==> config.mk <==
export PLATFORM = sky130hd
export DESIGN_NAME = console_line_editor
export DESIGN_NICKNAME = d
export VERILOG_FILES = /design/src/hw/rtl/cle_pkg.sv /design/src/hw/rtl/cle_front.sv /design/src/hw/rtl/cle_queue.sv /design/src/hw/rtl/cle_back.sv /design/src/hw/rtl/console_line_editor.sv
export SDC_FILE = /design/constraint.sdc
export NUM_CORES = 1
export LEC_CHECK = 0
export ABC_AREA = 1
export BUFFER_PORTS_ARGS = -buffer_cell sky130_fd_sc_hd__buf_2
export CORE_MARGIN = 2
export CORE_UTILIZATION = 30
export CTS_CLUSTER_DIAMETER = 30
export DETAILED_ROUTE_END_ITERATION = 16
export GPL_TIMING_DRIVEN = 0
export PLACE_DENSITY_LB_ADDON = 0.2
export SYNTH_ARGS = -nofsm -noshare
export SYNTH_HDL_FRONTEND = slang
export SYNTH_HIERARCHICAL = 1
export SYNTH_SLANG_ARGS = --single-unit
==> constraint.sdc <==
create_clock -name clk_i -period 5 [get_ports clk_i]
set_input_delay 0 -clock clk_i [delete_from_list [all_inputs] [get_ports clk_i]]
set_output_delay 0 -clock clk_i [all_outputs]
set_load 0.03 [all_outputs]
==> src/hw/rtl/cle_pkg.sv <==
// Shared types and constants of the console line editor.
package cle_pkg;

  localparam int LINE_DEPTH  = 128;
  localparam int PTR_MOD     = 2 * LINE_DEPTH;
  localparam int PTR_W       = $clog2(PTR_MOD);
  localparam int DIST_W      = PTR_W + 1;
  localparam int ADDR_W      = $clog2(LINE_DEPTH);
  localparam int CHAR_W      = 8;
  localparam int ERASE_W     = 8;
  localparam int QUEUE_DEPTH = 2;
  localparam int QPTR_W      = (QUEUE_DEPTH > 1) ? $clog2(QUEUE_DEPTH) : 1;
  localparam int QCNT_W      = $clog2(QUEUE_DEPTH + 1);

  localparam logic [CHAR_W-1:0] CH_NUL  = 8'h00;
  localparam logic [CHAR_W-1:0] CH_EOF  = 8'h04;
  localparam logic [CHAR_W-1:0] CH_BS   = 8'h08;
  localparam logic [CHAR_W-1:0] CH_LF   = 8'h0A;
  localparam logic [CHAR_W-1:0] CH_CR   = 8'h0D;
  localparam logic [CHAR_W-1:0] CH_LIST = 8'h10;
  localparam logic [CHAR_W-1:0] CH_KILL = 8'h15;
  localparam logic [CHAR_W-1:0] CH_DEL  = 8'h7F;

  localparam logic CMD_RX   = 1'b0;
  localparam logic CMD_READ = 1'b1;

  typedef enum logic [2:0] {
    OP_NOP,
    OP_READ,
    OP_LIST,
    OP_KILL,
    OP_ERASE,
    OP_APPEND
  } op_e;

  typedef struct packed {
    op_e               op;
    logic [CHAR_W-1:0] ch;
    logic              term;
  } item_t;

endpackage

==> src/hw/rtl/cle_front.sv <==
// Front end that classifies each incoming item into an editor operation.
module cle_front (
  input  logic                       in_valid_i,
  output logic                       in_ready_o,
  input  logic                       command_i,
  input  logic [cle_pkg::CHAR_W-1:0] rx_char_i,
  output logic                       push_valid_o,
  input  logic                       push_ready_i,
  output cle_pkg::item_t             push_item_o
);

  logic [cle_pkg::CHAR_W-1:0] ch;

  assign ch = (rx_char_i == cle_pkg::CH_CR) ? cle_pkg::CH_LF : rx_char_i;

  always_comb begin
    push_item_o.ch   = ch;
    push_item_o.term = (ch == cle_pkg::CH_LF) || (ch == cle_pkg::CH_EOF);
    if (command_i == cle_pkg::CMD_READ) begin
      push_item_o.op = cle_pkg::OP_READ;
    end else if (rx_char_i == cle_pkg::CH_LIST) begin
      push_item_o.op = cle_pkg::OP_LIST;
    end else if (rx_char_i == cle_pkg::CH_KILL) begin
      push_item_o.op = cle_pkg::OP_KILL;
    end else if (rx_char_i == cle_pkg::CH_BS || rx_char_i == cle_pkg::CH_DEL) begin
      push_item_o.op = cle_pkg::OP_ERASE;
    end else if (rx_char_i == cle_pkg::CH_NUL) begin
      push_item_o.op = cle_pkg::OP_NOP;
    end else begin
      push_item_o.op = cle_pkg::OP_APPEND;
    end
  end

  assign push_valid_o = in_valid_i;
  assign in_ready_o   = push_ready_i;

endmodule

==> src/hw/rtl/cle_queue.sv <==
// Short item queue between the classifying front end and the executing back end.
module cle_queue (
  input  logic           clk_i,
  input  logic           rst_ni,
  input  logic           push_valid_i,
  output logic           push_ready_o,
  input  cle_pkg::item_t push_item_i,
  output logic           pop_valid_o,
  input  logic           pop_ready_i,
  output cle_pkg::item_t pop_item_o
);

  cle_pkg::item_t              entries_q [cle_pkg::QUEUE_DEPTH];
  logic [cle_pkg::QPTR_W-1:0]  wr_ptr_q, wr_ptr_d;
  logic [cle_pkg::QPTR_W-1:0]  rd_ptr_q, rd_ptr_d;
  logic [cle_pkg::QCNT_W-1:0]  count_q, count_d;
  logic                        push, pop;

  assign push_ready_o = (count_q != cle_pkg::QCNT_W'(cle_pkg::QUEUE_DEPTH));
  assign pop_valid_o  = (count_q != '0);
  assign push         = push_valid_i && push_ready_o;
  assign pop          = pop_valid_o && pop_ready_i;
  assign pop_item_o   = entries_q[rd_ptr_q];

  always_comb begin
    wr_ptr_d = wr_ptr_q;
    rd_ptr_d = rd_ptr_q;
    count_d  = count_q;
    if (push) begin
      wr_ptr_d = (wr_ptr_q == cle_pkg::QPTR_W'(cle_pkg::QUEUE_DEPTH - 1)) ? '0
               : wr_ptr_q + cle_pkg::QPTR_W'(1);
    end
    if (pop) begin
      rd_ptr_d = (rd_ptr_q == cle_pkg::QPTR_W'(cle_pkg::QUEUE_DEPTH - 1)) ? '0
               : rd_ptr_q + cle_pkg::QPTR_W'(1);
    end
    case ({push, pop})
      2'b10:   count_d = count_q + cle_pkg::QCNT_W'(1);
      2'b01:   count_d = count_q - cle_pkg::QCNT_W'(1);
      default: count_d = count_q;
    endcase
  end

  always_ff @(posedge clk_i or negedge rst_ni) begin
    if (!rst_ni) begin
      wr_ptr_q <= '0;
      rd_ptr_q <= '0;
      count_q  <= '0;
    end else begin
      wr_ptr_q <= wr_ptr_d;
      rd_ptr_q <= rd_ptr_d;
      count_q  <= count_d;
    end
  end

  always_ff @(posedge clk_i) begin
    if (push) begin
      entries_q[wr_ptr_q] <= push_item_i;
    end
  end

endmodule

==> src/hw/rtl/cle_back.sv <==
// Back end that edits the line ring, serves reads and holds the result register.
module cle_back (
  input  logic                        clk_i,
  input  logic                        rst_ni,
  input  logic                        item_valid_i,
  output logic                        item_ready_o,
  input  cle_pkg::item_t              item_i,
  output logic                        out_valid_o,
  input  logic                        out_ready_i,
  output logic                        echo_valid_o,
  output logic [cle_pkg::CHAR_W-1:0]  echo_char_o,
  output logic [cle_pkg::ERASE_W-1:0] erase_count_o,
  output logic                        line_ready_o,
  output logic                        list_request_o,
  output logic                        read_valid_o,
  output logic [cle_pkg::CHAR_W-1:0]  read_byte_o
);

  function automatic logic [cle_pkg::PTR_W-1:0] ptr_inc(input logic [cle_pkg::PTR_W-1:0] p);
    return (p == cle_pkg::PTR_W'(cle_pkg::PTR_MOD - 1)) ? '0 : p + cle_pkg::PTR_W'(1);
  endfunction

  function automatic logic [cle_pkg::PTR_W-1:0] ptr_dec(input logic [cle_pkg::PTR_W-1:0] p);
    return (p == '0) ? cle_pkg::PTR_W'(cle_pkg::PTR_MOD - 1) : p - cle_pkg::PTR_W'(1);
  endfunction

  function automatic logic [cle_pkg::DIST_W-1:0] ptr_dist(
    input logic [cle_pkg::PTR_W-1:0] hi,
    input logic [cle_pkg::PTR_W-1:0] lo
  );
    logic [cle_pkg::DIST_W-1:0] h, l;
    h = {1'b0, hi};
    l = {1'b0, lo};
    return (hi >= lo) ? h - l : h + cle_pkg::DIST_W'(cle_pkg::PTR_MOD) - l;
  endfunction

  function automatic logic [cle_pkg::ADDR_W-1:0] ptr_slot(input logic [cle_pkg::PTR_W-1:0] p);
    logic [cle_pkg::PTR_W-1:0] s;
    s = (p >= cle_pkg::PTR_W'(cle_pkg::LINE_DEPTH)) ? p - cle_pkg::PTR_W'(cle_pkg::LINE_DEPTH)
                                                    : p;
    return s[cle_pkg::ADDR_W-1:0];
  endfunction

  logic [cle_pkg::CHAR_W-1:0]  mem_q [cle_pkg::LINE_DEPTH];
  logic [cle_pkg::CHAR_W-1:0]  rd_data_q;
  logic [cle_pkg::PTR_W-1:0]   read_ptr_q, read_ptr_d;
  logic [cle_pkg::PTR_W-1:0]   commit_ptr_q, commit_ptr_d;
  logic [cle_pkg::PTR_W-1:0]   edit_ptr_q, edit_ptr_d;
  logic [cle_pkg::PTR_W-1:0]   edit_next;
  logic                        out_valid_q, out_valid_d;
  logic                        echo_valid_q, echo_valid_d;
  logic [cle_pkg::CHAR_W-1:0]  echo_char_q, echo_char_d;
  logic [cle_pkg::ERASE_W-1:0] erase_q, erase_d;
  logic                        line_ready_q, line_ready_d;
  logic                        list_q, list_d;
  logic                        read_valid_q, read_valid_d;
  logic                        slot_free, exec, rd_en, wr_en;

  assign slot_free    = !out_valid_q || out_ready_i;
  assign item_ready_o = slot_free;
  assign exec         = item_valid_i && slot_free;
  assign edit_next    = ptr_inc(edit_ptr_q);

  always_comb begin
    read_ptr_d   = read_ptr_q;
    commit_ptr_d = commit_ptr_q;
    edit_ptr_d   = edit_ptr_q;
    out_valid_d  = slot_free ? item_valid_i : out_valid_q;
    echo_valid_d = 1'b0;
    echo_char_d  = '0;
    erase_d      = '0;
    line_ready_d = 1'b0;
    list_d       = 1'b0;
    read_valid_d = 1'b0;
    rd_en        = 1'b0;
    wr_en        = 1'b0;
    if (exec) begin
      case (item_i.op)
        cle_pkg::OP_READ: begin
          if (read_ptr_q != commit_ptr_q) begin
            rd_en        = 1'b1;
            read_valid_d = 1'b1;
            read_ptr_d   = ptr_inc(read_ptr_q);
          end
        end
        cle_pkg::OP_LIST: begin
          list_d = 1'b1;
        end
        cle_pkg::OP_KILL: begin
          erase_d    = cle_pkg::ERASE_W'(ptr_dist(edit_ptr_q, commit_ptr_q));
          edit_ptr_d = commit_ptr_q;
        end
        cle_pkg::OP_ERASE: begin
          if (edit_ptr_q != commit_ptr_q) begin
            edit_ptr_d = ptr_dec(edit_ptr_q);
            erase_d    = cle_pkg::ERASE_W'(1);
          end
        end
        cle_pkg::OP_APPEND: begin
          if (ptr_dist(edit_ptr_q, read_ptr_q) < cle_pkg::DIST_W'(cle_pkg::LINE_DEPTH)) begin
            echo_valid_d = 1'b1;
            echo_char_d  = item_i.ch;
            wr_en        = 1'b1;
            edit_ptr_d   = edit_next;
            if (item_i.term ||
                ptr_dist(edit_next, read_ptr_q) == cle_pkg::DIST_W'(cle_pkg::LINE_DEPTH)) begin
              commit_ptr_d = edit_next;
              line_ready_d = 1'b1;
            end
          end
        end
        default: begin
        end
      endcase
    end
  end

  always_ff @(posedge clk_i or negedge rst_ni) begin
    if (!rst_ni) begin
      read_ptr_q   <= '0;
      commit_ptr_q <= '0;
      edit_ptr_q   <= '0;
      out_valid_q  <= 1'b0;
    end else begin
      read_ptr_q   <= read_ptr_d;
      commit_ptr_q <= commit_ptr_d;
      edit_ptr_q   <= edit_ptr_d;
      out_valid_q  <= out_valid_d;
    end
  end

  always_ff @(posedge clk_i) begin
    if (slot_free) begin
      echo_valid_q <= echo_valid_d;
      echo_char_q  <= echo_char_d;
      erase_q      <= erase_d;
      line_ready_q <= line_ready_d;
      list_q       <= list_d;
      read_valid_q <= read_valid_d;
    end
  end

  always_ff @(posedge clk_i) begin
    if (wr_en) begin
      mem_q[ptr_slot(edit_ptr_q)] <= item_i.ch;
    end
    if (rd_en) begin
      rd_data_q <= mem_q[ptr_slot(read_ptr_q)];
    end
  end

  assign out_valid_o    = out_valid_q;
  assign echo_valid_o   = echo_valid_q;
  assign echo_char_o    = echo_char_q;
  assign erase_count_o  = erase_q;
  assign line_ready_o   = line_ready_q;
  assign list_request_o = list_q;
  assign read_valid_o   = read_valid_q;
  assign read_byte_o    = read_valid_q ? rd_data_q : '0;

endmodule

==> src/hw/rtl/console_line_editor.sv <==
// Console line editor top level: front end, item queue and back end.
// An accepted item passes through the item queue into the back end's result register.
// Throughput: one item per cycle, set by the single-port line memory, while out_ready_i does not stall.
// The front end takes a new item while a finished result still waits in the result register,
// until the two-entry item queue is full. Reset clears the ring pointers, the queue and the valid
// flag of the result register; the line memory is not cleared, since only written entries are ever read.
module console_line_editor (
  input  logic                        clk_i,
  input  logic                        rst_ni,
  input  logic                        in_valid_i,
  output logic                        in_ready_o,
  input  logic                        command_i,
  input  logic [cle_pkg::CHAR_W-1:0]  rx_char_i,
  output logic                        out_valid_o,
  input  logic                        out_ready_i,
  output logic                        echo_valid_o,
  output logic [cle_pkg::CHAR_W-1:0]  echo_char_o,
  output logic [cle_pkg::ERASE_W-1:0] erase_count_o,
  output logic                        line_ready_o,
  output logic                        list_request_o,
  output logic                        read_valid_o,
  output logic [cle_pkg::CHAR_W-1:0]  read_byte_o
);

  logic           push_valid, push_ready;
  cle_pkg::item_t push_item;
  logic           q_valid, q_ready;
  cle_pkg::item_t q_item;

  cle_front u_front (
    .in_valid_i   (in_valid_i),
    .in_ready_o   (in_ready_o),
    .command_i    (command_i),
    .rx_char_i    (rx_char_i),
    .push_valid_o (push_valid),
    .push_ready_i (push_ready),
    .push_item_o  (push_item)
  );

  cle_queue u_queue (
    .clk_i        (clk_i),
    .rst_ni       (rst_ni),
    .push_valid_i (push_valid),
    .push_ready_o (push_ready),
    .push_item_i  (push_item),
    .pop_valid_o  (q_valid),
    .pop_ready_i  (q_ready),
    .pop_item_o   (q_item)
  );

  cle_back u_back (
    .clk_i          (clk_i),
    .rst_ni         (rst_ni),
    .item_valid_i   (q_valid),
    .item_ready_o   (q_ready),
    .item_i         (q_item),
    .out_valid_o    (out_valid_o),
    .out_ready_i    (out_ready_i),
    .echo_valid_o   (echo_valid_o),
    .echo_char_o    (echo_char_o),
    .erase_count_o  (erase_count_o),
    .line_ready_o   (line_ready_o),
    .list_request_o (list_request_o),
    .read_valid_o   (read_valid_o),
    .read_byte_o    (read_byte_o)
  );

`ifndef SYNTHESIS
  a_full_queue_has_item : assert property (@(posedge clk_i) disable iff (!rst_ni)
    !in_ready_o |-> q_valid)
    else $error("Input stalled while the item queue is empty.");

  a_pop_gives_result : assert property (@(posedge clk_i) disable iff (!rst_ni)
    (q_valid && q_ready) |=> out_valid_o)
    else $error("Executed item did not produce a result.");

  a_one_action : assert property (@(posedge clk_i) disable iff (!rst_ni)
    out_valid_o |-> ($countones({echo_valid_o, erase_count_o != '0, list_request_o,
                                 read_valid_o}) <= 1))
    else $error("Result carries more than one kind of action.");

  a_commit_with_echo : assert property (@(posedge clk_i) disable iff (!rst_ni)
    (out_valid_o && line_ready_o) |-> echo_valid_o)
    else $error("Line committed without an appended character.");
`endif

endmodule

==> out/metrics.yaml <==
setup_slack_ns: -0.2130
layout.nets: 4150
drc: 0
globalplace.congestion: 0.9704
setup_viol: 105
netlist-cell-type-count: 47
hold_class: "in -> reg"
crit_required_ns: 5.47
outcome: "finished, violations left"
die_x_um: 392.9
layout.cells.non_filler: 6331
worstSetupPathType: "reg -> reg"
rows: 142
fin_area_um2: 59320
syn_area_per_cell_um2: 12.39
chipHeight_um: 392.9
failed_checks: "max-capacitance violations, max-slew violations, negative setup slack"
clk_latency_ns: 0.89
max-vdd-ir-drop_uv: 392.2
ant_nets: 0
cts.clk_slew.worst_paths_ns: 0.04
drt-pass1-iter-count: 5
wl_per_cell_um: 32.90
arrival_ns: 5.68
drt_wl_total_um: 208300
rsz0062_at_grt: "true"
p_leak_uw: 0.02025
final_hold_viol_count: 0
detailed_place.area_um2: 48790
syn_to_final_growth_pct: 30.76
grt_pass1_vias: 33380
fillCellCount: 14350
synth_nets: 3702
dr.first_iter.drc_count: 5367
ios: 43
worstMarginPinSlew_ns: 1.707
cap_viol_max_count: 8
placed_cells: 5748
synthCells: 3661
yosysTopAreaCellShare_pct: 71.23
cts.sinks: 1105
final_common_cell: "edfxtp_1"
coreArea_um2: 150000
netlist.top_cell.by_area: "edfxtp_1"
powerDensity_nw_per_um2: 765.5
clock-root-buffer: "clkbuf_16"
endpoint_kind: "register"
start_util_pct: 30.25
grt_first_pass_wirelength_um: 278700
yosysWarnings: 6
crit_top_cell: "a21oi_1"
via_per_inst: 5.594
cts_buffer_depth: 4
whs_ns: 0.06867
port_buffers: 41
fin_skew_ns: 0.06918
critPathMaxFanout: 11
via_count: 35410
htreeDepth: 5
path_cells: "inv_1 -> clkbuf_2 -> ha_1 -> a21oi_1 -> a21oi_1 -> a21oi_1 -> nand3b_1 -> nand2_1 -> nand3_2 -> inv_2 -> nand3_1 -> nor2_1"
min_period_ns: 5.213
synthTopCellsByArea: "edfxtp_1, nor2_1, o21ai_0"
grt_max_degree: 81
cp_slowest_cell: "nor2_1"
critPathMaxStageDelay_ns: 1.12
period_share_pct: 104.3
hpwl_um: 137800
fmax_mhz: 191.8
finalPower_uw: 45400
grtUsageTotal_pct: 26.68
synth_seq_cells: 1105
critical_path.startpoint_type: "register"
fin_tns_setup_ns: -10.20
syn_area_um2: 45360
dieArea_um2: 154300
synth_seq_area_share_pct: 72.83
cts_tree: "yes"
slew_headroom_pct: -13.82
numCtsBuffers: 287
grt-ovfl-total: 0
final_cell_mix: "edfxtp_1, nor2_1, o21ai_0, nand2_1, clkbuf_16"
drive_gt1_share_pct: 18.44
slew_violations: 87
antenna_found_initial: 14
==> path summary, 6_finish.rpt <==
check | startpoint | cells after the start | slack (ns) | endpoint
worst max-delay path | u_back/read_ptr_q[4] | 12 | -0.21 | u_back/mem_q[42][1]
worst min-delay path | rx_char_i[7] | 3 | 0.07 | u_queue/entries_q[1][8]
worst max register to register | u_back/read_ptr_q[4] | 12 | -0.21 | u_back/mem_q[42][1]
worst min register to register | u_back/commit_ptr_q[3] | 2 | 0.51 | u_back/commit_ptr_q[3]
max in group asynchronous | rst_ni | 4 | 4.58 | u_back/read_ptr_q[4]
min in group asynchronous | rst_ni | 4 | 0.20 | u_back/read_ptr_q[1]
==> per-stage QoR <==
stage	worst slack [ns]	util [%]
floorplan	1.618	-
global placement	-1.801	32.07
detailed placement	-1.571	32.54
CTS	-0.02241	39.50
global route	-0.1741	39.55
finish	-0.2130	39.56
==> power breakdown <==
group	total [µW]	internal, µW	switching, µW
Clock	17500	12100	5410
Sequential	12100	11800	248
Combinational	15800	3080	12800
Total	45400	27000	18400
==> cells in the mapped netlist, drive strengths merged <==
cell type	number
a211oi	1
a21oi	43
a221oi	2
a31o	1
a31oi	10
and2	1
buf	71
clkbuf	165
clkinv	4
dfrtp	29
edfxtp	1076
fa	2
ha	26
inv	114
nand2	325
nand3	137
nand3b	2
nand4	21
nor2	746
nor3	24
nor3b	1
nor4	3
o2111ai	1
o211ai	41
o21a	1
o21ai	553
o21bai	2
o221ai	86
o22ai	157
o32ai	1
or2	3
xnor2	3
xor2	9
==> cells by family (layout without fill, tap and decap cells) <==
kind of cell | Yosys count | count (layout) | share of synthesized area [%]
other | 0 | 3 | 0
AOI/OAI and AO/OA | 899 | 899 | 11.39
buffers and inverters | 354 | 1005 | 3.197
and+or+nand+nor | 1263 | 1263 | 11.55
DFF | 1105 | 1105 | 72.83
adders and majority gates | 28 | 28 | 0.8054
xor gates and xnor gates | 12 | 12 | 0.2317
==> area by class of cell <==
cell class	count	area [µm²]	share of cell area (%)
antenna	3	7.507	0.01266
buffer	232	1002	1.690
clock buffer	331	7483	12.62
clock inverter	161	1642	2.768
inverter	118	446.7	0.7531
multi-input combinational	2202	11430	19.27
sequential	1105	33040	55.70
tap	2016	2522	4.253
timing repair buffer	163	1745	2.943
==> flip-flops by register name, indices dropped and copies added (netlist names), 2 cells and up <==
name / flops
u_back/mem_q: 1024
u_queue/entries_q: 24
u_back/commit_ptr_q: 8
u_back/echo_char_o: 8
u_back/edit_ptr_q: 8
u_back/erase_count_o: 8
u_back/rd_data_q: 8
u_back/read_ptr_q: 8
u_queue/count_q: 2
==> worst max-delay path, delay by kind of cell, from the launching register on <==
family,cells,cell delay [ns]
AO/OA/AOI/OAI,3,0.36
AND/OR/NAND/NOR,5,2.14
adder cells (fa/ha/maj),1,0.45
buffers and inverters,3,1.04
flip-flops,1,0.80
==> layer usage <==
layer | global-route usage (%) | part of all wire [%]
met1 | 35.28 | 39
met2 | 39.03 | 43
met3 | 7.968 | 12
met4 | 14.72 | 5.8
met5 | 0 | 0.044
==> repair_timing <==
item | 4_1_cts | 5_1_grt
resized for setup | 121 | 13
hold buffers | 24 | 0
cloned | 0 | 0
pin swaps | 51 | 1
setup buffers | 65 | 1
setup endpoints to repair | 1034 | 180
endpoints found under the hold margin | 80 | 0
No activity file was read; power rests on OpenSTA's default activity.
